File: src/sv/wlqe_pkg.sv
// ----------------------------------------------------------------------------
// wlqe_pkg
// Shared widths, the sideband record and helpers for the wide line expander.
// ----------------------------------------------------------------------------
package wlqe_pkg;

  localparam int FRAC_BITS   = 4;
  localparam int COORD_BITS  = 20;
  localparam int WIDTH_BITS  = 16;
  localparam int COLOR_BITS  = 32;
  localparam int DIFF_BITS   = COORD_BITS + 1;
  localparam int MAG_BITS    = COORD_BITS;
  localparam int EXT_BITS    = WIDTH_BITS + 1;
  localparam int PROD_BITS   = MAG_BITS + EXT_BITS;
  localparam int SQ_BITS     = 2 * MAG_BITS;
  localparam int LEN_EXTRA   = 10;
  localparam int RAD_BITS    = SQ_BITS + 2 + 2 * LEN_EXTRA;
  localparam int ROOT_BITS   = RAD_BITS / 2;
  localparam int DEN_BITS    = ROOT_BITS + 1;
  localparam int NUM_BITS    = PROD_BITS + LEN_EXTRA + 2;
  localparam int QUO_BITS    = EXT_BITS + 1;
  localparam int OFS_BITS    = EXT_BITS + 1;
  localparam int CORNER_BITS = COORD_BITS + 2;
  localparam int SLOT_BITS   = 3;
  localparam int NUM_SLOTS   = 6;
  localparam int NUM_CORNERS = 4;

  typedef struct packed {
    logic [COORD_BITS-1:0] sx;
    logic [COORD_BITS-1:0] sy;
    logic [COORD_BITS-1:0] ex;
    logic [COORD_BITS-1:0] ey;
    logic [WIDTH_BITS-1:0] hw;
    logic [COLOR_BITS-1:0] color;
    logic                  negx;
    logic                  negy;
    logic                  zero;
    logic [EXT_BITS-1:0]   ext;
    logic [PROD_BITS-1:0]  mx;
    logic [PROD_BITS-1:0]  my;
  } side_t;

  // slots 0..5 use corners 0,1,2,1,2,3
  function automatic logic [1:0] corner_of_slot(input logic [SLOT_BITS-1:0] slot);
    logic [1:0] c;
    case (slot)
      3'd0:    c = 2'd0;
      3'd1:    c = 2'd1;
      3'd2:    c = 2'd2;
      3'd3:    c = 2'd1;
      3'd4:    c = 2'd2;
      default: c = 2'd3;
    endcase
    return c;
  endfunction

  function automatic logic [COORD_BITS-1:0] sat_coord(input logic signed [CORNER_BITS-1:0] v);
    logic signed [CORNER_BITS-1:0] hi;
    logic signed [CORNER_BITS-1:0] lo;
    logic [COORD_BITS-1:0] r;
    hi = CORNER_BITS'((1 << (COORD_BITS - 1)) - 1);
    lo = -hi - CORNER_BITS'(1);
    if (v > hi) r = hi[COORD_BITS-1:0];
    else if (v < lo) r = lo[COORD_BITS-1:0];
    else r = v[COORD_BITS-1:0];
    return r;
  endfunction

endpackage

File: src/sv/wlqe_sqrt_cell.sv
// ----------------------------------------------------------------------------
// wlqe_sqrt_cell
// One root bit of a restoring square root; hands remainder and root onward.
// ----------------------------------------------------------------------------
module wlqe_sqrt_cell import wlqe_pkg::*; #(
  parameter int BIT = 0
) (
  input  logic                 clk,
  input  logic                 rst,
  input  logic                 in_valid,
  input  logic [RAD_BITS-1:0]  in_rem,
  input  logic [ROOT_BITS-1:0] in_root,
  input  side_t                in_side,
  output logic                 out_valid,
  output logic [RAD_BITS-1:0]  out_rem,
  output logic [ROOT_BITS-1:0] out_root,
  output side_t                out_side
);

  localparam int TW = RAD_BITS + 1;

  logic [TW-1:0] trial;
  logic          take;

  // (2q + 2^b) * 2^b, lower root bits are still zero so the add is an or
  assign trial = ({{(TW-ROOT_BITS){1'b0}}, in_root} << (BIT + 1)) |
                 ({{(TW-1){1'b0}}, 1'b1} << (2 * BIT));
  assign take  = ({1'b0, in_rem} >= trial);

  always_ff @(posedge clk) begin
    if (rst) begin
      out_valid <= 1'b0;
    end else begin
      out_valid <= in_valid;
    end
    out_rem  <= take ? (in_rem - trial[RAD_BITS-1:0]) : in_rem;
    out_root <= take ? (in_root | ({{(ROOT_BITS-1){1'b0}}, 1'b1} << BIT)) : in_root;
    out_side <= in_side;
  end

endmodule

File: config.mk
export PLATFORM = sky130hd
export DESIGN_NAME = wlqe_sqrt_cell
export DESIGN_NICKNAME = d
export VERILOG_FILES = /design/src/sv/wlqe_pkg.sv /design/src/sv/wlqe_sqrt_cell.sv
export SDC_FILE = /design/constraint.sdc
export NUM_CORES = 1
export LEC_CHECK = 0
export ABC_AREA = 1
export BUFFER_PORTS_ARGS = -buffer_cell sky130_fd_sc_hd__buf_4
export CORE_AREA = 2 2 250 252
export CTS_CLUSTER_SIZE = 40
export DETAILED_ROUTE_END_ITERATION = 6
export DIE_AREA = 0 0 252 254
export GPL_TIMING_DRIVEN = 1
export SLEW_MARGIN = 30
export SYNTH_ARGS = -nofsm -noshare
export SYNTH_HDL_FRONTEND = slang
export SYNTH_SLANG_ARGS = --single-unit
File: constraint.sdc
create_clock -name clk -period 5.4 [get_ports clk]
set_input_delay 0.81 -clock clk [delete_from_list [all_inputs] [get_ports clk]]
set_output_delay 0.81 -clock clk [all_outputs]
set_load 0.05 [all_outputs]
# ---- Word-level counts from Yosys, hierarchy flattened
# Index checks and enable logic that the tools add are counted.
dict set report totals {
  reg_bits 316
  elab_cells 19
  output_inout_bits 316
}
dict set report op_classes {
  addsub 1
  muxes 1
  n_lt_le_gt_ge 1
}
# op n
set ops {}
lappend ops {{$ge A62 B32 Y1} 1}
lappend ops {{$mux W62} 1}
lappend ops {{$sub A62 B32 Y62} 1}

# ---- Logic depth before layout (Yosys ltp)
dict set report logic_depth {
  word_depth 2
  depth_mapped 18
}

# ---- Worst setup path before layout
# No wires, ideal clock.
dict set report synth_timing {
  path_type {input port to flip-flop}
  from {input port in_root[30]}
  to {register out_rem[40]}
  n_path_buf 2
  path_stages 14
  setup_slack_ns 2.892
  t_arrival_ns 2.393
  setup_ns 0.115
  path_cell_list {inv_1 > ha_1 > a21oi_1 > inv_2 > nor2_1 > nand2_1 > nor2_2 > nand3_1 > a21oi_2 > nand2_4 > inv_4 > buf_6 > buf_6 > a21oi_2}
}
dict set report synth_via {
  elab_chain_len 2
  elab_cells_between_ends 3
}
# element line_no
set synth_lines {}
lappend synth_lines {{start: declaration} wlqe_sqrt_cell.sv:12} ;# input logic [ROOT_BITS-1:0] in_root,
lappend synth_lines {{$sub A62 B32 Y62 / $ge A62 B32 Y1 (equally long branches)} {wlqe_sqrt_cell.sv:36, wlqe_sqrt_cell.sv:28}}
lappend synth_lines {{$mux W62 (*)} wlqe_sqrt_cell.sv:36} ;# out_rem <= take ? (in_rem - trial[RAD_BITS-1:0]) : in_rem;
lappend synth_lines {{end signal: assignment} wlqe_sqrt_cell.sv:36}
lappend synth_lines {{end: declaration} wlqe_sqrt_cell.sv:15} ;# output logic [RAD_BITS-1:0] out_rem,
# Mark *: on every way between the ends. The rest lies on a longest branch, timed or not.
# A chain may end at the register's enable or synchronous reset.

# ---- Worst setup path after layout
dict set report layout_timing {
  from {input port in_rem[31]}
  to {register out_rem[28]}
}
dict set report layout_via {
  elab_chain_len 2
}
# element line_no
set layout_lines {}
lappend layout_lines {{start: declaration} wlqe_sqrt_cell.sv:11} ;# input logic [RAD_BITS-1:0] in_rem,
lappend layout_lines {{$ge A62 B32 Y1} wlqe_sqrt_cell.sv:28} ;# assign take = ({1'b0, in_rem} >= trial);
lappend layout_lines {{$mux W62} wlqe_sqrt_cell.sv:36}
# No other way between the ends.

==> metrics <==
status=finished clean; Post-synth EDFFs=0; post-synthesis cell count=between 1k and 1.5k; f_max=335 MHz; post-placement cell area=~17000 um2; Yosys top cell by area=dfxtp_1; Max Cap Viol=0; Yosys cell types=34; first drt pass iteration count=5; nets=around 2.4k; Starting Density=0.181; Slew Limit Fails=0; largest net degree at the start of global routing=59; worst hold path class=input port to flip-flop; Final Hold Viols=0; WP data required=5.90 ns; Net Sw Frac=0.325; HP Start=in_side[152]; num rows=91; Hold Path Depth=1; crit path cell chain=buf_4 -> ha_1 -> a21oi_1 -> inv_2 -> nor2_1 -> nand2_1 -> nor2_2 -> nand3_1 -> a21oi_2 -> nand2_4 -> inv_4 -> nand2_1 -> nand2_1; Comb power frac=0.221; Die X=252 um; DR DRC count=0; routed via count=about 11k; CTS root buf=clkbuf_16; first-pass GRT wire length=95.1 mm; Synth area leaders=dfxtp_1 (57%), nand2_1 (15%), inv_1 (7.1%), ha_1 (3.6%), nor2_1 (3.5%); Overflow after GRT=0; Final Setup Violations=0; async set or reset register ratio after synthesis=0; CP arrival=3.48 ns; switching power total=2.32 mW; Clock Sinks=316; Worst Path Max Fanout=58; syn_area_per_cell=8.23 um2; final setup margin=2.42 ns; IO Pins=approximately 630; die height=254 um; gpl congestion=0.978; Syn-to-layout area delta=64.5%; clock share of power=0.421; Synth warnings=0; hpwl dp=63.6 mm; worst rel slew slack=0.464; leading cell type by number of instances after synthesis=nand2_1; final WL=73.2 mm; syn nets=between 1.5k and 2k; initial detailed-routing violation count=653; critical path's slowest cell=inv_4; critical path class=input port to flip-flop; Port Buffer Count=633; initial antenna violation count=24; setup_tns=0 ns; Final min period=about 3.0 ns; sequential element share of the synthesized area=0.571; Synth top area share=0.571; Synth Flop Type=dfxtp_1; Worst-Margin Slew=around 0.80 ns; Layout Utilization=0.298; P_int=4.81 mW; Worst setup SP type=input port; DR WL/cell=about 26 um; H-tree depth=2; CTS tree=yes; # resized after CTS=0; crit-path max cell delay=between 0.6 and 0.7 ns; maximum vdd drop=0.198 mV; number of global-route vias before repair=11.3k; Seq cells post-synth=316; antenna violation net count after detailed routing=0; Clock Pin Slew Worst Setup and Hold Paths=approximately 0.060 ns; Leakage=9.32 nW; layout cells sized above 1=0.374; DIE AREA=64000 um2; Synth Cell Area=~11000 um2; Setup Slack @ Placement=~1.8 ns; Clock Path Buffers=3; sequential power share=0.358; core area=61300 um2; post-CTS setup buffers=0; Pwr Density=391 nW/um2; Hold-fix buffers, CTS=0; Vias/cell=3.97; most used cell along the critical path=nand2_1; synth cell count leaders=nand2_1 (448), dfxtp_1 (316), inv_1 (209); Final Cycle Share=0.552; Total GRT Usage=0.221; unrepaired setup endpoints after global routing=no; CTS Buf Count=between 40 and 50; design area=about 18000 um2; hold endpoint=out_side[152]; CP endpoint kind=flip-flop
## power by group through the flow
| stage | logic, mW | registers (mW) | clock network [mW] |
|---|---|---|---|
| 5_1_grt | 1.66 | 2.57 | 3.18 |
| 4_1_cts | 1.60 | 2.56 | 3.09 |
| 3_3_place_gp | 1.59 | 2.60 | 0 |
| 2_1_floorplan | 0.298 | 3.19 | 0 |
| 6_report | 1.57 | 2.55 | 3.00 |
| 3_5_place_dp | 1.60 | 2.60 | 0 |
## routing by layer
layer / routed length (um) / global-route usage
met1: 27500 / 0.240
met2: 36400 / 0.392
met3: 7420 / 0.0973
met4: 1680 / 0.0538
met5: 189 / 0
## worst max-delay path, delay by kind of cell
| kind | cells | cell delay, ns |
|---|---|---|
| simple gates | 7 | 0.95 |
| fa+ha+maj | 1 | 0.38 |
| buf+inv | 3 | 0.85 |
| compound gates | 2 | 0.43 |
## sequential cells by signal, indices dropped and copies added (netlist names)
signal	cells
out_valid	1
out_root	31
out_rem	62
out_side	222
## area by class of cell
class | instances | area [um2]
antenna | 5 | 12.5
clock buffer | 55 | 1180
clock inverter | 21 | 279
fill | 6678 | 43000
inverter | 222 | 836
multi-input combinational | 800 | 3840
sequential | 316 | 6330
tap | 790 | 988
timing repair buffer | 634 | 4760
## cell families after synthesis
family | synth area share
simple gates | 0.252
fa+ha+maj | 0.0379
buf+inv | 0.0820
xor+xnor | 0.0206
compound gates | 0.0364
flops | 0.571
## per-stage QoR
| stage | std cells | power [mW] | hold WS [ns] |
|---|---|---|---|
| after floorplan | 1347 | 3.48 | 0.838 |
| after global placement | 2762 | 4.20 | 0.914 |
| after detailed placement | 2762 | 4.20 | 0.916 |
| after CTS | 2838 | 7.24 | 0.303 |
| after global routing | 2838 | 7.40 | 0.308 |
| final | 2843 | 7.13 | 0.344 |
## worst max-delay path by stage
stage	depth (start not counted)	startpoint	end
final	13	in_rem[31]	out_rem[28]
after global routing	16	in_root[12]	out_rem[22]
after CTS	16	in_root[12]	out_rem[4]
after detailed placement	16	in_root[12]	out_rem[28]
after global placement	16	in_root[12]	out_rem[28]
after floorplan	14	in_root[30]	out_rem[40]
## cells in the final DEF (no fill, tap or decap), drive strengths merged, types with 8 or more instances in the layout
cell type  count
a21oi         50
ha            32
xor2          25
o21ai          8
clkinv        10
inv          222
buf          634
nand4         10
dfxtp        316
nor3          19
clkbuf        55
nor2         114
nand2        459
nand3         63
(Power assumes the default switching activity.)
