[config.mk]
export PLATFORM = sky130hd
export DESIGN_NAME = wlqe_div_cell
export DESIGN_NICKNAME = d
export VERILOG_FILES = /design/src/sv/wlqe_pkg.sv /design/src/sv/wlqe_div_cell.sv
export SDC_FILE = /design/constraint.sdc
export NUM_CORES = 1
export LEC_CHECK = 0
export ABC_CLOCK_PERIOD_IN_PS = 4950
export BUFFER_PORTS_ARGS = -buffer_cell sky130_fd_sc_hd__buf_2
export CAP_MARGIN = 20
export CORE_AREA = 8 8 298 300
export DETAILED_ROUTE_END_ITERATION = 8
export DIE_AREA = 0 0 306 308
export MAX_ROUTING_LAYER = met4
export PLACE_DENSITY_LB_ADDON = 0.15
export SYNTH_ARGS = -nofsm -noshare
export SYNTH_HDL_FRONTEND = slang
export SYNTH_SLANG_ARGS = --single-unit
[constraint.sdc]
create_clock -name clk -period 4.95 [get_ports clk]
set_input_delay 0.2475 -clock clk [delete_from_list [all_inputs] [get_ports clk]]
set_output_delay 0.2475 -clock clk [all_outputs]
set_load 0.02 [all_outputs]
[src/sv/wlqe_pkg.sv]
// ----------------------------------------------------------------------------
// wlqe_pkg
// Shared widths, the sideband record and helpers for the wide line expander.
// ----------------------------------------------------------------------------
package wlqe_pkg;

  localparam int FRAC_BITS   = 4;
  localparam int COORD_BITS  = 20;
  localparam int WIDTH_BITS  = 16;
  localparam int COLOR_BITS  = 32;
  localparam int DIFF_BITS   = COORD_BITS + 1;
  localparam int MAG_BITS    = COORD_BITS;
  localparam int EXT_BITS    = WIDTH_BITS + 1;
  localparam int PROD_BITS   = MAG_BITS + EXT_BITS;
  localparam int SQ_BITS     = 2 * MAG_BITS;
  localparam int LEN_EXTRA   = 10;
  localparam int RAD_BITS    = SQ_BITS + 2 + 2 * LEN_EXTRA;
  localparam int ROOT_BITS   = RAD_BITS / 2;
  localparam int DEN_BITS    = ROOT_BITS + 1;
  localparam int NUM_BITS    = PROD_BITS + LEN_EXTRA + 2;
  localparam int QUO_BITS    = EXT_BITS + 1;
  localparam int OFS_BITS    = EXT_BITS + 1;
  localparam int CORNER_BITS = COORD_BITS + 2;
  localparam int SLOT_BITS   = 3;
  localparam int NUM_SLOTS   = 6;
  localparam int NUM_CORNERS = 4;

  typedef struct packed {
    logic [COORD_BITS-1:0] sx;
    logic [COORD_BITS-1:0] sy;
    logic [COORD_BITS-1:0] ex;
    logic [COORD_BITS-1:0] ey;
    logic [WIDTH_BITS-1:0] hw;
    logic [COLOR_BITS-1:0] color;
    logic                  negx;
    logic                  negy;
    logic                  zero;
    logic [EXT_BITS-1:0]   ext;
    logic [PROD_BITS-1:0]  mx;
    logic [PROD_BITS-1:0]  my;
  } side_t;

  // slots 0..5 use corners 0,1,2,1,2,3
  function automatic logic [1:0] corner_of_slot(input logic [SLOT_BITS-1:0] slot);
    logic [1:0] c;
    case (slot)
      3'd0:    c = 2'd0;
      3'd1:    c = 2'd1;
      3'd2:    c = 2'd2;
      3'd3:    c = 2'd1;
      3'd4:    c = 2'd2;
      default: c = 2'd3;
    endcase
    return c;
  endfunction

  function automatic logic [COORD_BITS-1:0] sat_coord(input logic signed [CORNER_BITS-1:0] v);
    logic signed [CORNER_BITS-1:0] hi;
    logic signed [CORNER_BITS-1:0] lo;
    logic [COORD_BITS-1:0] r;
    hi = CORNER_BITS'((1 << (COORD_BITS - 1)) - 1);
    lo = -hi - CORNER_BITS'(1);
    if (v > hi) r = hi[COORD_BITS-1:0];
    else if (v < lo) r = lo[COORD_BITS-1:0];
    else r = v[COORD_BITS-1:0];
    return r;
  endfunction

endpackage

[src/sv/wlqe_div_cell.sv]
// ----------------------------------------------------------------------------
// wlqe_div_cell
// One quotient bit of two restoring divisions sharing a divisor.
// ----------------------------------------------------------------------------
module wlqe_div_cell import wlqe_pkg::*; #(
  parameter int BIT = 0
) (
  input  logic                clk,
  input  logic                rst,
  input  logic                in_valid,
  input  logic [DEN_BITS-1:0] in_den,
  input  logic [NUM_BITS-1:0] in_remx,
  input  logic [NUM_BITS-1:0] in_remy,
  input  logic [QUO_BITS-1:0] in_qx,
  input  logic [QUO_BITS-1:0] in_qy,
  input  side_t               in_side,
  output logic                out_valid,
  output logic [DEN_BITS-1:0] out_den,
  output logic [NUM_BITS-1:0] out_remx,
  output logic [NUM_BITS-1:0] out_remy,
  output logic [QUO_BITS-1:0] out_qx,
  output logic [QUO_BITS-1:0] out_qy,
  output side_t               out_side
);

  localparam int TW = NUM_BITS + 1;

  logic [TW-1:0]       trial;
  logic                takex;
  logic                takey;
  logic [QUO_BITS-1:0] qbit;

  assign trial = {{(TW-DEN_BITS){1'b0}}, in_den} << BIT;
  assign takex = ({1'b0, in_remx} >= trial);
  assign takey = ({1'b0, in_remy} >= trial);
  assign qbit  = {{(QUO_BITS-1){1'b0}}, 1'b1} << BIT;

  always_ff @(posedge clk) begin
    if (rst) begin
      out_valid <= 1'b0;
    end else begin
      out_valid <= in_valid;
    end
    out_den  <= in_den;
    out_remx <= takex ? (in_remx - trial[NUM_BITS-1:0]) : in_remx;
    out_remy <= takey ? (in_remy - trial[NUM_BITS-1:0]) : in_remy;
    out_qx   <= takex ? (in_qx | qbit) : in_qx;
    out_qy   <= takey ? (in_qy | qbit) : in_qy;
    out_side <= in_side;
  end

endmodule

# --- Yosys cells after proc, flatten, opt, wreduce, memory -nomap -nowiden ---
# Index checks and enable logic that the tools add are counted.
word_totals:
  word_cells: 26
  reg_bits: 389
op_classes:
  add_sub_neg: 2
  muxes: 2
  order_cmp: 2
ops:
  columns: ["operator", "n"]
  rows:
  - ["49-bit by 32-bit >= comparator with 1-bit output", 2]
  - ["49-bit 2-to-1 mux", 2]
  - ["49-bit by 32-bit subtractor with 49-bit output", 2]

# --- Logic depth before layout (Yosys ltp) ---
logic_depth:
  ltp_word: 2
  mapped_depth: 13
  mapped_depth_nobuf: 12

# --- Least setup slack after synthesis ---
# No wires, ideal clock.
synth_path:
  path_kind: "input to register"
  startpoint: "input port in_den[20]"
  endpoint: "register out_remx[48]"
  n_path_buf: 0
  setup_ns: 0.134
  t_required_ns: 4.816
  cell_stages: 10
  arrival_ns: 2.782
  setup_slack_ns: 2.034
  cell_sequence: "inv_1 -> ha_1 -> and3_1 -> nand4_1 -> or4_1 -> o21ai_1 -> a211oi_1 -> or4_1 -> nor4_1 -> xor2_1"
synth_between:
  elab_chain_len: 2
  elab_cells_between_ends: 3
  classes_between: "1 x add/sub; 1 x order compare; 1 x mux"
synth_lines:
  columns: ["item", "line", "text"]
  rows:
  - ["from (decl)", "wlqe_div_cell.sv:11", "input logic [DEN_BITS-1:0] in_den,"]
  - ["49-bit by 32-bit subtractor with 49-bit output / 49-bit by 32-bit >= comparator with 1-bit output (equally long branches)", "wlqe_div_cell.sv:45, wlqe_div_cell.sv:34", null]
  - ["49-bit 2-to-1 mux *", "wlqe_div_cell.sv:45", "out_remx <= takex ? (in_remx - trial[NUM_BITS-1:0]) : in_remx;"]
  - ["to (signal assigned)", "wlqe_div_cell.sv:45", null]
  - ["to (decl)", "wlqe_div_cell.sv:19", "output logic [NUM_BITS-1:0] out_remx,"]
# Every way passes the cells marked *; elsewhere a longest branch is shown, timed or not.
# A chain may end at the register's enable or synchronous reset.

# --- Final worst setup path ---
layout_path:
  startpoint: "input port in_den[22]"
  endpoint: "register out_remx[48]"
# Same word-level chain as after synthesis.

==> impl_results.md <==
- # fillers: 8991
- IO Pins: 780
- Startpoint types: input pin
- HP Class: in2reg
- Internal power: 6.46 mW
- Worst slew pin tran: 0.740 ns
- Global placement routability congestion: 0.955
- FF+latch count, synth: 389
- Final period util: 86.1%
- Share of the yosys chip area belonging to registers: 60.1%
- Number of DRC markers in iteration 0: 530
- Largest net degree at the start of global routing: 68
- Vias: 13861
- P&R area growth vs syn: 84.7%
- DIE AREA: 94200 um2
- TritonCTS Sinks: 389
- Final setup margin: 0.686 ns
- # rows: 107
- Post-DP HPWL: 76.8 mm
- All-layer global routing usage: 18.7%
- Sw Share: 30.0%
- Share of flip-flops with an asynchronous set or reset: 0%
- Die X: 306 um
- Synth Instances: 1229
- Initial antenna violation count: 31
- Most used flip-flop cell after synthesis: dfxtp_1
- Post-CTS resize count: 0
- CTS tree: yes
- Max Fclk: 235 MHz
- Max VDD drop: 0.255 mV
- Gr ovfl total: 0
- CP max FO: 25
- Min cycle time layout: 4.26 ns
- Synthesized cell area: 13000 um2
- Leak: 10.9 nW
- Antenna-violating nets left: 0
- H-Tree Depth: 2
- Postcts setup bufs: 0
- Syn nets: 1686
- Share of layout cells above drive strength 1: 35.6%
- NumNets Final: 2887
- DRT Pass-1 Iters: 5
- Core Area: 84200 um2
- RSZ-0062 raised after global routing: no
- Worst slack, placed: 1.06 ns
- Arrival time worst endpoint: 4.75 ns
- Total power: 9.24 mW
- Register share of total power: 37.6%
- CP Class: in2reg
- Total of max-cap violations: 0
- IO Port Bufs: 779
- Vias per Instance: 3.86
- CTS root buf: clkbuf_16
- PD cells: 386 nW/um2
- Setup TNS Final: 0 ns
- Die H: 308 um
- DR WL/cell: 25.0 um
- Clk slew on worst S/H paths: 0.06 ns
- Total wire length: 89.8 mm
- Num CTS Buffers: 51
- Initial core utilization: 15.4%
- Status: complete, no violations
- Setup crit end kind: register
- Sw Pwr: 2.78 mW
- Hold Fails Final Rpt: 0
- Synth unique cells: 61
- Syn avg cell area: 10.5 um2
- Final Max Slew Viols: 0
- Residual DRC count: 0
- Slew headroom: 49.4%
- Clock share of power: 41.7%
- Logic pwr share: 20.6%
- Yosys Warn Count: 0
- Setup violators final: 0
- Critical path data required time: 5.44 ns
- Global-route wire length before repair: 121 mm
- Max clock buf depth: 3
- Vias in the first global route: 14947
- EDFF count, synth: 0
==> worst max-delay path, stage by stage <==
cell and delay (ns):
dlygate4sd3_1 0.52, buf_2 0.14, inv_1 0.11, ha_1 0.42, and3_1 0.26, nand4_1 0.28
or4_1 0.60, o21ai_1 0.29, a211oi_4 0.05, buf_4 0.24, or4_1 0.66, nor4_1 0.27
xor2_1 0.10, dlygate4sd3_1 0.56
==> final timing paths <==
kind / start / endpoint / cells past startpoint
min: in_side[155] / out_side[155] / 2
max: in_den[22] / out_remx[48] / 14
==> cells in the mapped netlist (all sizes together), types with 4 or more instances <==
cell type / count / area share (%)
and2: 7 / 0.36
a31oi: 10 / 0.48
a211oi: 11 / 0.64
nand3: 15 / 0.58
mux2: 4 / 0.35
o21ai: 112 / 4.3
buf: 4 / 0.19
o211ai: 6 / 0.35
nor2: 65 / 1.9
or3: 13 / 0.63
nor3b: 5 / 0.29
or4: 9 / 0.55
nand4: 18 / 0.87
and3: 7 / 0.34
nor2b: 11 / 0.53
o31ai: 5 / 0.29
xor2: 55 / 3.7
clkbuf: 28 / 0.81
xnor2: 38 / 2.6
ha: 64 / 6.2
nor4: 12 / 0.63
a21o: 8 / 0.46
dfxtp: 389 / 60
a21oi: 78 / 3.0
nand2: 128 / 3.7
nor3: 23 / 0.93
nand2b: 16 / 0.77
inv: 43 / 1.2
o21bai: 9 / 0.52
==> cell families (layout without fill, tap and decap cells) <==
| logic type | after synthesis | count (layout) | synth area share [%] |
|---|---|---|---|
| AO/OA/AOI/OAI | 264 | 264 | 11.8 |
| XOR/XNOR | 93 | 93 | 6.29 |
| adder cells (fa/ha/maj) | 66 | 66 | 6.49 |
| buffers and inverters | 75 | 1314 | 2.25 |
| flip-flops | 389 | 389 | 60.1 |
| multiplexers | 6 | 6 | 0.502 |
| other | 0 | 30 | 0 |
| AND/OR/NAND/NOR | 336 | 336 | 12.5 |
==> flip-flops by register name, summed over array words and instances (netlist names) <==
signal     cells
out_qx        18
out_valid      1
out_side     222
out_remy      49
out_den       32
out_remx      49
out_qy        18
==> cell type report <==
cell class,instances,area [um2],share of cell area [%]
Timing Repair Buffer,1180,7910,33.0
Inverter,43,161,0.674
Tap cell,1090,1360,5.70
Clock inverter,16,236,0.988
Clock buffer,75,1510,6.30
Multi-Input combinational cell,765,4890,20.4
Antenna cell,30,75.1,0.314
Sequential cell,389,7790,32.5
==> power groups by stage <==
stage / combinational, mW / clock, mW / sequential, mW
2_1_floorplan: 0.478 / 0 / 3.88
3_3_place_gp: 1.66 / 0 / 3.54
3_5_place_dp: 1.65 / 0 / 3.54
4_1_cts: 1.95 / 4.01 / 3.48
5_1_grt: 2.04 / 4.13 / 3.50
6_report: 1.90 / 3.85 / 3.48
==> metal layers <==
metal  vias up  track usage (%)  wire (um)
met2       573             30.6      42500
met4         0             6.69       3490
met1      6488             21.0      36500
li1       6687                -          -
met5         -                -          0
met3       113             6.70       7310
==> what timing repair did <==
item,4_1_cts,5_1_grt
hold buffers,399,0
endpoints found under the setup margin,0,0
endpoints found under the hold margin,389,0
==> per-stage QoR <==
step / std cells / hold WS [ns] / cell area, um2 / util (%)
final: 3588 / 0.264 / 23900 / 28.4
after floorplan: 1229 / 0.275 / 13000 / -
after global placement: 3068 / 0.349 / 18100 / 21.5
after global routing: 3582 / 0.239 / 23900 / 28.4
after CTS: 3558 / 0.201 / 23900 / 28.3
after detailed placement: 3068 / 0.351 / 18100 / 21.5
==> layout by cell type, fill, tap and decap left out, types with 12 or more instances in the layout <==
cell type | netlist | routed
o21ai_0 | 71 | 71
or3_1 | 13 | 13
a21oi_1 | 78 | 78
nor2_1 | 64 | 64
nor3_1 | 22 | 22
nand2_1 | 128 | 128
buf_2 | 2 | 779
nand4_1 | 18 | 18
o21ai_1 | 41 | 41
dlygate4sd3_1 | 0 | 399
dfxtp_1 | 389 | 389
diode_2 | 0 | 30
ha_1 | 64 | 64
xnor2_1 | 38 | 38
nand2b_1 | 16 | 16
clkbuf_16 | 0 | 52
nand3_1 | 15 | 15
clkbuf_8 | 0 | 12
xor2_1 | 55 | 55
inv_1 | 43 | 43
Note: power is estimated with default switching activity, not from simulation.
