`config.mk`:
```
export PLATFORM = sky130hd
export DESIGN_NAME = wlqe_vertex_out
export DESIGN_NICKNAME = d
export VERILOG_FILES = /design/src/sv/wlqe_pkg.sv /design/src/sv/wlqe_vertex_out.sv
export SDC_FILE = /design/constraint.sdc
export NUM_CORES = 1
export LEC_CHECK = 0
export ABC_AREA = 1
export BUFFER_PORTS_ARGS = -buffer_cell sky130_fd_sc_hd__buf_2
export CAP_MARGIN = 20
export CORE_AREA = 2 2 219 221
export CTS_BUF_LIST = sky130_fd_sc_hd__clkbuf_8
export CTS_CLUSTER_DIAMETER = 40
export CTS_CLUSTER_SIZE = 25
export DETAILED_ROUTE_END_ITERATION = 10
export DIE_AREA = 0 0 221 223
export PLACE_DENSITY_LB_ADDON = 0.2
export SKIP_CTS_REPAIR_TIMING = 1
export SYNTH_ARGS = -nofsm -noshare
export SYNTH_HDL_FRONTEND = slang
export SYNTH_SLANG_ARGS = --single-unit
```
`constraint.sdc`:
```
create_clock -name clk -period 2.9 [get_ports clk]
set_clock_uncertainty 0.1 [all_clocks]
set_input_delay 0.145 -clock clk [delete_from_list [all_inputs] [get_ports clk]]
set_output_delay 0.145 -clock clk [all_outputs]
set_load 0.02 [all_outputs]
```
`src/sv/wlqe_pkg.sv`:
```
// ----------------------------------------------------------------------------
// wlqe_pkg
// Shared widths, the sideband record and helpers for the wide line expander.
// ----------------------------------------------------------------------------
package wlqe_pkg;

  localparam int FRAC_BITS   = 4;
  localparam int COORD_BITS  = 20;
  localparam int WIDTH_BITS  = 16;
  localparam int COLOR_BITS  = 32;
  localparam int DIFF_BITS   = COORD_BITS + 1;
  localparam int MAG_BITS    = COORD_BITS;
  localparam int EXT_BITS    = WIDTH_BITS + 1;
  localparam int PROD_BITS   = MAG_BITS + EXT_BITS;
  localparam int SQ_BITS     = 2 * MAG_BITS;
  localparam int LEN_EXTRA   = 10;
  localparam int RAD_BITS    = SQ_BITS + 2 + 2 * LEN_EXTRA;
  localparam int ROOT_BITS   = RAD_BITS / 2;
  localparam int DEN_BITS    = ROOT_BITS + 1;
  localparam int NUM_BITS    = PROD_BITS + LEN_EXTRA + 2;
  localparam int QUO_BITS    = EXT_BITS + 1;
  localparam int OFS_BITS    = EXT_BITS + 1;
  localparam int CORNER_BITS = COORD_BITS + 2;
  localparam int SLOT_BITS   = 3;
  localparam int NUM_SLOTS   = 6;
  localparam int NUM_CORNERS = 4;

  typedef struct packed {
    logic [COORD_BITS-1:0] sx;
    logic [COORD_BITS-1:0] sy;
    logic [COORD_BITS-1:0] ex;
    logic [COORD_BITS-1:0] ey;
    logic [WIDTH_BITS-1:0] hw;
    logic [COLOR_BITS-1:0] color;
    logic                  negx;
    logic                  negy;
    logic                  zero;
    logic [EXT_BITS-1:0]   ext;
    logic [PROD_BITS-1:0]  mx;
    logic [PROD_BITS-1:0]  my;
  } side_t;

  // slots 0..5 use corners 0,1,2,1,2,3
  function automatic logic [1:0] corner_of_slot(input logic [SLOT_BITS-1:0] slot);
    logic [1:0] c;
    case (slot)
      3'd0:    c = 2'd0;
      3'd1:    c = 2'd1;
      3'd2:    c = 2'd2;
      3'd3:    c = 2'd1;
      3'd4:    c = 2'd2;
      default: c = 2'd3;
    endcase
    return c;
  endfunction

  function automatic logic [COORD_BITS-1:0] sat_coord(input logic signed [CORNER_BITS-1:0] v);
    logic signed [CORNER_BITS-1:0] hi;
    logic signed [CORNER_BITS-1:0] lo;
    logic [COORD_BITS-1:0] r;
    hi = CORNER_BITS'((1 << (COORD_BITS - 1)) - 1);
    lo = -hi - CORNER_BITS'(1);
    if (v > hi) r = hi[COORD_BITS-1:0];
    else if (v < lo) r = lo[COORD_BITS-1:0];
    else r = v[COORD_BITS-1:0];
    return r;
  endfunction

endpackage

```
`src/sv/wlqe_vertex_out.sv`:
```
// ----------------------------------------------------------------------------
// wlqe_vertex_out
// Holds the four corners of one segment and steps out its six vertices.
// ----------------------------------------------------------------------------
module wlqe_vertex_out import wlqe_pkg::*; (
  input  logic                  clk,
  input  logic                  rst,
  input  logic                  load,
  input  logic [COORD_BITS-1:0] load_cx [NUM_CORNERS],
  input  logic [COORD_BITS-1:0] load_cy [NUM_CORNERS],
  input  side_t                 load_side,
  output logic                  vertex_valid,
  output logic [COORD_BITS-1:0] corner_x,
  output logic [COORD_BITS-1:0] corner_y,
  output logic [COORD_BITS-1:0] seg_start_x,
  output logic [COORD_BITS-1:0] seg_start_y,
  output logic [COORD_BITS-1:0] seg_end_x,
  output logic [COORD_BITS-1:0] seg_end_y,
  output logic [COLOR_BITS-1:0] vertex_color,
  output logic [WIDTH_BITS-1:0] vertex_width,
  output logic [SLOT_BITS-1:0]  vertex_slot,
  output logic                  last_vertex
);

  localparam logic [SLOT_BITS-1:0] LAST_SLOT = SLOT_BITS'(NUM_SLOTS - 1);

  logic                  active;
  logic [SLOT_BITS-1:0]  slot;
  logic [COORD_BITS-1:0] cx [NUM_CORNERS];
  logic [COORD_BITS-1:0] cy [NUM_CORNERS];
  side_t                 side;
  logic [1:0]            sel;

  always_ff @(posedge clk) begin
    if (rst) begin
      active <= 1'b0;
      slot   <= '0;
    end else if (load) begin
      active <= 1'b1;
      slot   <= '0;
    end else if (active) begin
      if (slot == LAST_SLOT) begin
        active <= 1'b0;
      end
      slot <= slot + SLOT_BITS'(1);
    end
    if (load) begin
      cx   <= load_cx;
      cy   <= load_cy;
      side <= load_side;
    end
  end

  assign sel          = corner_of_slot(slot);
  assign vertex_valid = active;
  assign corner_x     = cx[sel];
  assign corner_y     = cy[sel];
  assign seg_start_x  = side.sx;
  assign seg_start_y  = side.sy;
  assign seg_end_x    = side.ex;
  assign seg_end_y    = side.ey;
  assign vertex_color = side.color;
  assign vertex_width = side.hw;
  assign vertex_slot  = slot;
  assign last_vertex  = (slot == LAST_SLOT);

endmodule

```
# Yosys cells after proc, flatten, opt, wreduce, memory -nomap -nowiden
# Index checks and enable logic that the tools add are counted.
# W data, S select, Z words.
[op_classes]
addsub = 1
n_lt_le_gt_ge = 1
eq_ne = 5
n_mux = 10
bitwise = 1
n_reduce_logical = 4
[ops]
columns = ["operator", "count"]
rows = [
  ["$bmux W20 S2", 2],
  ["$mux W20", 4],
  ["$eq A3 B2 Y1 const B", 2],
  ["$eq A3 B3 Y1 const B", 2],
  ["$pmux W2 S3", 1],
  ["$reduce_or A2 Y1", 3],
  ["$add A3 B1 Y3 const B", 1],
  ["$eq A3 B1 Y1 const B", 1],
  ["$ge A3 B3 Y1 const B", 1],
  ["$logic_not A3 Y1", 1],
  ["$mux W1", 3],
  ["$not A2 Y3", 1],
]
[totals]
reg_bits = 292
in_bits = 385
output_inout_bits = 173
elab_cells = 38

# Logic depth before layout (Yosys ltp)
# Gate-level depths: netlist (run 1).
[logic_depth]
depth_word = 7
ltp_mapped = 10
mapped_depth_nobuf = 9

# Worst setup path before layout (run 1)
# No wires, ideal clock.
[synth_timing]
kind = "reg2out"
startpoint = "register slot[0], in the netlist vertex_slot[0]"
endpoint = "output corner_x[0]"
t_arrival_ns = 1.699
required_ns = 2.655
slack_ns = 0.956
stages_incl_launch_ff = 11
path_buffers = 1
path_cell_list = "dfxtp_1 -> inv_1 -> ha_1 -> inv_1 -> nand2_1 -> nand2_1 -> nand2_1 -> inv_1 -> buf_1 -> nand3_1 -> nand2_1"
[synth_between]
elab_chain_cells = 7
word_cells_on_any_way = 12
classes_between = "eq/ne (4); mux (4); bitwise (1); reduce/logical (3)"
[synth_rtl]
columns = ["item", "line_no", "source"]
rows = [
  ["from (decl)", "wlqe_vertex_out.sv:28", "logic [SLOT_BITS-1:0] slot;"],
  ["from (signal assigned)", "wlqe_vertex_out.sv:45", "slot <= slot + SLOT_BITS'(1);"],
  ["$eq A3 B3 Y1, or another cell as far along", "wlqe_pkg.sv:46", "case (slot)"],
  ["$reduce_or A2 Y1 (no line)", "n/a", ""],
  ["$pmux W2 S3 *", "wlqe_pkg.sv:46", ""],
  ["$not A2 Y3 (implied by the code) *", "wlqe_vertex_out.sv:56", "assign corner_x = cx[sel];"],
  ["$bmux W20 S2 *", "wlqe_vertex_out.sv:56", ""],
  ["$mux W20 (implied by the code) * (2 in a row)", "wlqe_vertex_out.sv:56", ""],
  ["to (decl)", "wlqe_vertex_out.sv:13", "output logic [COORD_BITS-1:0] corner_x,"],
]
# Every way passes the cells marked *; elsewhere a longest branch is shown, timed or not. The select of a mux whose other input is x is not followed.

# Worst setup path after layout (run 1)
[layout_timing]
startpoint = "register slot[0], in the netlist vertex_slot[0]"
endpoint = "output corner_y[6]"
[layout_between]
elab_chain_cells = 7
word_cells_on_any_way = 12
classes_between = "eq/ne (4); mux (4); bitwise (1); reduce/logical (3)"
[layout_rtl]
columns = ["item", "line_no", "source"]
rows = [
  ["$eq A3 B3 Y1, or another cell as far along", "wlqe_pkg.sv:46", ""],
  ["$reduce_or A2 Y1 (no line)", "n/a", ""],
  ["$pmux W2 S3 *", "wlqe_pkg.sv:46", ""],
  ["$not A2 Y3 (implied by the code) *", "wlqe_vertex_out.sv:57", "assign corner_y = cy[sel];"],
  ["$bmux W20 S2 *", "wlqe_vertex_out.sv:57", ""],
  ["$mux W20 (implied by the code) * (2 in a row)", "wlqe_vertex_out.sv:57", ""],
  ["to (decl)", "wlqe_vertex_out.sv:14", "output logic [COORD_BITS-1:0] corner_y,"],
]
# Marked as above.

==> metrics.txt, run 1 <==
status finished, final reports clean; commonest non-fill, non-tap cells in the layout buf_2 (462), dlygate4sd3_1 (290), edfxtp_1 (288); Bufs on Longest Clock Path 3; final setup fails 0; Iteration-0 DRC Markers 374; Cell Rows 80; cts bufs inserted 52; pin count of the biggest net entering global routing 94; Worst path max stage delay 0.34 ns; vias in the first global route 7943; Routed WL 36.8 mm; Chip Height 223 µm; Max-cap violations 0; final std cells w/o fill 2260; top cells by area, synth edfxtp_1 (79%), nand3_1 (7.4%), inv_1 (5.7%); H-tree Lvls 2; average cell area after synthesis 13.7 µm²; Static Leak 8.24 nW; Worst Reg-to-Reg Cells 3; Pwr Density 602 mW/mm²; #FFs+latches synth 292; Pre-Repair DR Iteration Count 4; Fin. Hold Viols 0; Data arrival, critical path 2.51 ns; GR Util All Layers 13.4%; startpoint types flop; total power 11.0 mW; I/O Pins 558; placed cell count 1866; core area 0.0471 mm²; # clock sinks 292; CP Depth 8; hold depth 2; Syn Nets 1189; CP Cell Sequence ha_1 -> ha_1 -> a21oi_4 -> clkbuf_16 -> nand3_1 -> nand3_1 -> nand2_1 -> buf_2; top cell type by total area after synthesis edfxtp_1; kind of cell adding the most delay to the critical path buffers and inverters; CP Max Fanout 40; Final Critical Period 2.76 ns; Pins Over Slew Limit 0; Synth cell types 15; Die ar. 0.0493 mm²; Synthesis Warnings 0; antenna-violating nets left 0; Max Clk Rate 0.363 GHz; layout cells sized above 1 35.5%; Residual DRC 0; RSZ-0062 raised after global routing true; top cell type's share of synthesized area 79.3%; cells after synthesis 799; starting density of the core 23.1%; CTS tree built; sequential element share of the synthesized area 80.0%; hpwl dp 23.3 mm; type of the tightest min-delay check input pin to flop; setup TNS 0 ns; Max-slew headroom 47.5%; Clk Tree Root Cell clkbuf_8; Netlist Area Pre-Place 0.0109 mm²; nets 1988; wire per inst 16.3 µm; Vias/cell 3.91; Worst Tran Pin Value 0.787 ns; commonest non-fill, non-tap cell in the layout buf_2; routability cong. 0.728; Clock Latency Late Sink 0.63 ns; vias post-DR 8831; Peak VDD IR 387 µV; global-route wire length before repair 49.4 mm; port buffer count 463; slowest CP cell dfxtp_1; chip width 221 µm; WS Path Type flop to primary output; Req. time, crit path 2.65 ns; total congestion overflow 0; Area growth syn-to-layout 67.6%; initial antenna violation count 5; Crit. End Element primary output; fin crit share 95.1%; clock-pin slew on the worst setup and hold paths 0.08 ns; worst path bufs/invs 2
## through the flow
step	worst slack (ns)	cell area, µm²	hold slack, ns	utilization (%)
2_1_floorplan	0.956	10900	0.117	-
3_5_place_dp	0.432	14100	0.223	30.0
5_1_grt	-0.0174	18300	0.0706	38.8
6_report	0.143	18300	0.111	38.8
3_3_place_gp	0.456	14100	0.214	30.0
4_1_cts	-0.289	15300	-0.486	32.4
## cells by family after synthesis
kind of cell / synth area share [%]
compound gates: 0.355
simple gates: 12.1
buf+inv: 6.97
fa+ha+maj: 0.573
flops: 80.0
## where the power goes
part           internal, mW  total (mW)  switching [mW]
combinational         0.741        1.70           0.962
clock                  2.24        4.23            1.99
sequential             5.00        5.09          0.0822
total                  7.98        11.0            3.03
## worst paths after layout
kind,startpoint,endpoint,slack (ns)
worst max-delay path,vertex_slot[0],corner_y[6],0.14
worst min register to register,vertex_slot[2],vertex_slot[2],0.43
worst min-delay path,load_side[156],seg_end_y[14],0.11
worst max register to register,vertex_slot[0],vertex_slot[2],1.68
## synthesized netlist by cell type
cell,instances
a21oi_4,1
nor2_1,4
dfxtp_1,4
a21oi_1,3
buf_2,8
inv_1,167
ha_1,5
clkbuf_1,12
inv_2,1
nand3_1,161
nand2_1,130
a211oi_1,1
buf_1,12
or2_2,2
edfxtp_1,288
## state kept, by name, indices dropped and copies added, names as in the netlist, 16 cells and up
register	flops
vertex_color	32
vertex_width	16
cx	80
seg_start_x	20
seg_end_x	20
seg_end_y	20
cy	80
seg_start_y	20
## layer usage
| metal | up-vias | share of wire (%) | GRT usage (%) | wire length, µm |
|---|---|---|---|---|
| met5 | - | 0 | 0 | 0 |
| met3 | 54 | 7.3 | 5.60 | 2680 |
| li1 | 4312 | - | - | - |
| met4 | 0 | 2.3 | 5.28 | 860 |
| met1 | 4133 | 40 | 15.5 | 14800 |
| met2 | 332 | 50 | 22.1 | 18400 |
## final cells by class
type	instances	area, µm²
inverters	168	633
fillers	4557	28900
repair buffers	777	5560
diodes	5	12.5
well taps	615	769
clock buffers	53	729
multi-input cells	307	1450
clock inverters	43	403
flip-flops and latches	292	8730
Note: power is estimated with default switching activity, not from simulation.
==> run 2, diff against run 1 <==
--- a/config.mk
+++ b/config.mk
@@ -10,11 +10,11 @@
 export CAP_MARGIN = 20
 export CORE_AREA = 2 2 219 221
 export CTS_BUF_LIST = sky130_fd_sc_hd__clkbuf_8
-export CTS_CLUSTER_DIAMETER = 40
+export CTS_CLUSTER_DIAMETER = 80
 export CTS_CLUSTER_SIZE = 25
 export DETAILED_ROUTE_END_ITERATION = 10
 export DIE_AREA = 0 0 221 223
-export PLACE_DENSITY_LB_ADDON = 0.2
+export PLACE_DENSITY_LB_ADDON = 0.1
 export SKIP_CTS_REPAIR_TIMING = 1
 export SYNTH_ARGS = -nofsm -noshare
 export SYNTH_HDL_FRONTEND = slang
==> metrics.txt, run 2 (synthesized netlist as in run 1, its figures left out) <==
status finished, final reports clean; Req. time, crit path 2.65 ns; Crit. End Element primary output; final std cells w/o fill 2206; core area 0.0471 mm²; Die ar. 0.0493 mm²; fin crit share 91.6%; chip width 221 µm; critical path startpoint vertex_slot[0]; vias post-DR 8667; final setup fails 0; hpwl dp 23.8 mm; Vias/cell 3.93; Chip Height 223 µm; startpoint types flop; starting density of the core 23.1%; Clk Tree Root Cell clkbuf_8; Data arrival, critical path 2.41 ns; worst path bufs/invs 3; hold depth 2; HP Start load_side[185]; Pins Over Slew Limit 0; initial antenna violation count 2; Static Leak 8.04 nW; Clk network pwr share 29.1%; Residual DRC 0; pin count of the biggest net entering global routing 86; cts bufs inserted 23; commonest non-fill, non-tap cell in the layout buf_2; placed cell count 1865; slowest CP cell dfxtp_2; nets 1964; WS Path Type flop to primary output; Routed WL 37.5 mm; RSZ-0062 raised after global routing false; Iteration-0 DRC Markers 327; I/O Pins 558; port buffer count 463; PnR worst setup slack 0.243 ns; # clock sinks 292; Max Clk Rate 0.376 GHz; vias in the first global route 7576; combinational power share 18.0%; Worst Reg-to-Reg Cells 3; Flop pwr share 52.9%; Worst path max stage delay 0.36 ns; Max-cap violations 0; Peak VDD IR 443 µV; Switch Pwr 2.83 mW; Final Critical Period 2.66 ns; FF-to-FF Start vertex_slot[0]; wire per inst 17.0 µm; DP Worst Slack 0.638 ns; kind of cell adding the most delay to the critical path buffers and inverters; Cell Rows 80; P_int 6.76 mW; Area growth syn-to-layout 63.7%; routability cong. 0.737; commonest non-fill, non-tap cells in the layout buf_2 (462), dlygate4sd3_1 (290), edfxtp_1 (288); Worst Tran Pin Value 0.755 ns; type of the tightest min-delay check input pin to flop; total congestion overflow 0; H-tree Lvls 1; layout cells sized above 1 34.2%; Fin. Hold Viols 0; Pwr Density 537 mW/mm²; GR Util All Layers 13.1%; Clock Latency Late Sink 0.61 ns; CTS tree built; clock-pin slew on the worst setup and hold paths 0.14 ns; global-route wire length before repair 48.7 mm; Pre-Repair DR Iteration Count 4; CP Depth 9; CP Cell Sequence ha_1 -> ha_1 -> a21oi_4 -> buf_12 -> buf_12 -> nand3_1 -> nand3_1 -> nand2_1 -> buf_2; sw frac 29.5%; Bufs on Longest Clock Path 3; Max-slew headroom 49.6%; CP Max Fanout 40; antenna-violating nets left 0
[run 2: area by class of cell]
type | count | area, µm²
Antenna cell | 1 | 2.50
Clock buffer | 23 | 317
Clock inverter | 18 | 277
Fill cell | 4692 | 29300
Inverter | 168 | 631
Multi-Input combinational cell | 308 | 1460
Sequential cell | 292 | 8730
Tap cell | 615 | 769
Timing Repair Buffer | 781 | 5670
[run 2: power by group through the flow]
stage	Clock (mW)	Combinational (mW)	Sequential, mW
2_1_floorplan	0	0.462	5.36
3_3_place_gp	0	1.38	5.16
3_5_place_dp	0	1.38	5.17
4_1_cts	2.95	1.38	5.07
5_1_grt	3.07	1.89	5.11
6_report	2.80	1.73	5.07
[run 2: per-layer routing]
metal	global-route usage [%]	wire [µm]	share of wire (%)
met1	14.9	15500	41
met2	22.2	18400	49
met3	5.98	2880	7.7
met4	3.68	720	1.9
met5	0	13	0.035
[run 2: worst register-to-register path: cells and delay by family (launching register included)]
kind	cells	cell delay [ns]
adders and majority gates	2	0.48
AOI/OAI and AO/OA	1	0.21
DFF	1	0.36
[run 2: path summary, 6_finish.rpt]
| kind | slack, ns | to |
|---|---|---|
| max reg2reg | 1.70 | vertex_slot[2] |
| max | 0.24 | corner_y[7] |
| min reg2reg | 0.44 | vertex_slot[2] |
| min | 0.12 | seg_start_y[3] |
[run 2: through the flow]
step	TNS [ns]	instance area, µm²	hold WS (ns)	total power, mW	utilization (%)
floorplan	0	10900	0.117	5.83	-
global placement	0	14200	0.215	6.54	30.1
detailed placement	0	14200	0.223	6.55	30.1
CTS	-0.900	14800	-0.502	9.41	31.3
global route	0	17900	0.0745	10.1	37.9
finish	0	17900	0.121	9.59	37.9
==> run 3, diff against run 2 <==
--- a/config.mk
+++ b/config.mk
@@ -8,12 +8,13 @@
 export ABC_AREA = 1
 export BUFFER_PORTS_ARGS = -buffer_cell sky130_fd_sc_hd__buf_2
 export CAP_MARGIN = 20
-export CORE_AREA = 2 2 219 221
+export CELL_PAD_IN_SITES_DETAIL_PLACEMENT = 0
+export CELL_PAD_IN_SITES_GLOBAL_PLACEMENT = 1
+export CORE_AREA = 2 2 215 217
 export CTS_BUF_LIST = sky130_fd_sc_hd__clkbuf_8
-export CTS_CLUSTER_DIAMETER = 80
 export CTS_CLUSTER_SIZE = 25
 export DETAILED_ROUTE_END_ITERATION = 10
-export DIE_AREA = 0 0 221 223
+export DIE_AREA = 0 0 217 219
 export PLACE_DENSITY_LB_ADDON = 0.1
 export SKIP_CTS_REPAIR_TIMING = 1
 export SYNTH_ARGS = -nofsm -noshare
==> metrics.txt, run 3 (synthesized netlist as in run 1, its figures left out) <==
status finished, final reports clean; nets 1981; Die ar. 0.0475 mm²; routability cong. 0.741; final std cells w/o fill 2242; Bufs on Longest Clock Path 3; Chip Height 219 µm; chip width 217 µm; Pre-Repair DR Iteration Count 5; DP Area 0.0140 mm²; hpwl dp 25.3 mm; CP Max Fanout 44; total power 10.5 mW; layout cells sized above 1 33.8%; clock-pin slew on the worst setup and hold paths 0.06 ns; type of the tightest min-delay check input pin to flop; Iteration-0 DRC Markers 426; vias post-DR 8789; met3 Use GR 6.61%; kind of cell adding the most delay to the critical path buffers and inverters; met2 usage 24.2%; port buffer count 463; starting density of the core 24.2%; Routed WL 38.8 mm; Crit. End Element primary output; DP Worst Slack 0.533 ns; post-layout util 40.2%; Area growth syn-to-layout 66.0%; Clock Latency Late Sink 0.63 ns; CP Cell Sequence ha_1 -> ha_1 -> a21oi_4 -> buf_8 -> nand3_1 -> nand3_1 -> nand2_1 -> buf_2; placed cell count 1841; Final Critical Period 2.71 ns; GR Util All Layers 14.9%; slowest CP cell dfxtp_1; initial antenna violation count 10; antenna-violating nets left 0; total congestion overflow 0; Clk Tree Root Cell clkbuf_8; CTS tree built; Design Area, Final 0.0181 mm²; FF-to-FF Start vertex_slot[0]; fin crit share 93.6%; Fin. Hold Viols 0; Max-slew headroom 58.0%; met1 Use GR 17.3%; Data arrival, critical path 2.47 ns; Worst Tran Pin Value 0.630 ns; grt peak-use layer met2; hold_ws 0.105 ns; vias in the first global route 7893; WS Path Type flop to primary output; H-tree Lvls 2; wire per inst 17.3 µm; Peak VDD IR 384 µV; commonest non-fill, non-tap cell in the layout buf_2; # clock sinks 292; final setup fails 0; pin count of the biggest net entering global routing 81; worst path bufs/invs 2; commonest non-fill, non-tap cells in the layout buf_2 (462), dlygate4sd3_1 (290), edfxtp_1 (288); Vias/cell 3.92; Pins Over Slew Limit 0; cts bufs inserted 55; Max-cap violations 0; HP Start load_side[212]; setup TNS 0 ns; Max Clk Rate 0.368 GHz; critical path startpoint vertex_slot[0]; global-route wire length before repair 51.5 mm; startpoint types flop; Pwr Density 582 mW/mm²; Worst path max stage delay 0.34 ns; PnR worst setup slack 0.186 ns; Cell Rows 78; I/O Pins 558; RSZ-0062 raised after global routing true; Residual DRC 0; core area 0.0451 mm²; Static Leak 8.25 nW; Req. time, crit path 2.65 ns
## run 3: changes by cell type in the layout (fill, tap and decap cells not counted), sizes merged
cell      change
clkbuf       +34
buf          -14
clkinv       +13
inv          +13
diode         +7
clkinvlp      -1
nand2         -1
## run 3: per-layer routing
metal  up-vias  part of all wire [%]  routed length (µm)
li1       4303                     -                   -
met1      4079                    40               15600
met2       341                    49               19000
met3        66                   8.3                3200
met4         0                   2.5                 960
met5         -                     0                   0
## run 3: worst paths after layout
kind                            slack, ns         endpoint  cells after the start
worst max-delay path                 0.19      corner_x[1]                      8
worst min-delay path                 0.10  seg_start_x[10]                      2
worst max register to register       1.68   vertex_slot[2]                      3
worst min register to register       0.47   vertex_slot[2]                      2
## run 3: where the power goes
part / internal, mW / switching [mW] / total [mW] / leakage (nW)
logic: 0.740 / 0.976 / 1.72 / 4.80
clock network: 1.91 / 1.82 / 3.73 / 0.601
registers: 5.01 / 0.0787 / 5.09 / 2.85
## run 3: final cells by class
class,count,area (µm²)
Antenna cell,8,20.0
Fill cell,4495,27000
Inverter,168,643
Tap cell,600,751
Clock inverter,43,220
Sequential cell,292,8730
Multi-Input combinational cell,307,1450
Timing Repair Buffer,767,5520
Clock buffer,57,785
## run 3: worst reg2reg max path, delay by kind of cell, from the launching register on
kind | cells | cell delay, ns
adder cells (fa/ha/maj) | 2 | 0.49
flip-flops | 1 | 0.34
AO/OA/AOI/OAI | 1 | 0.21
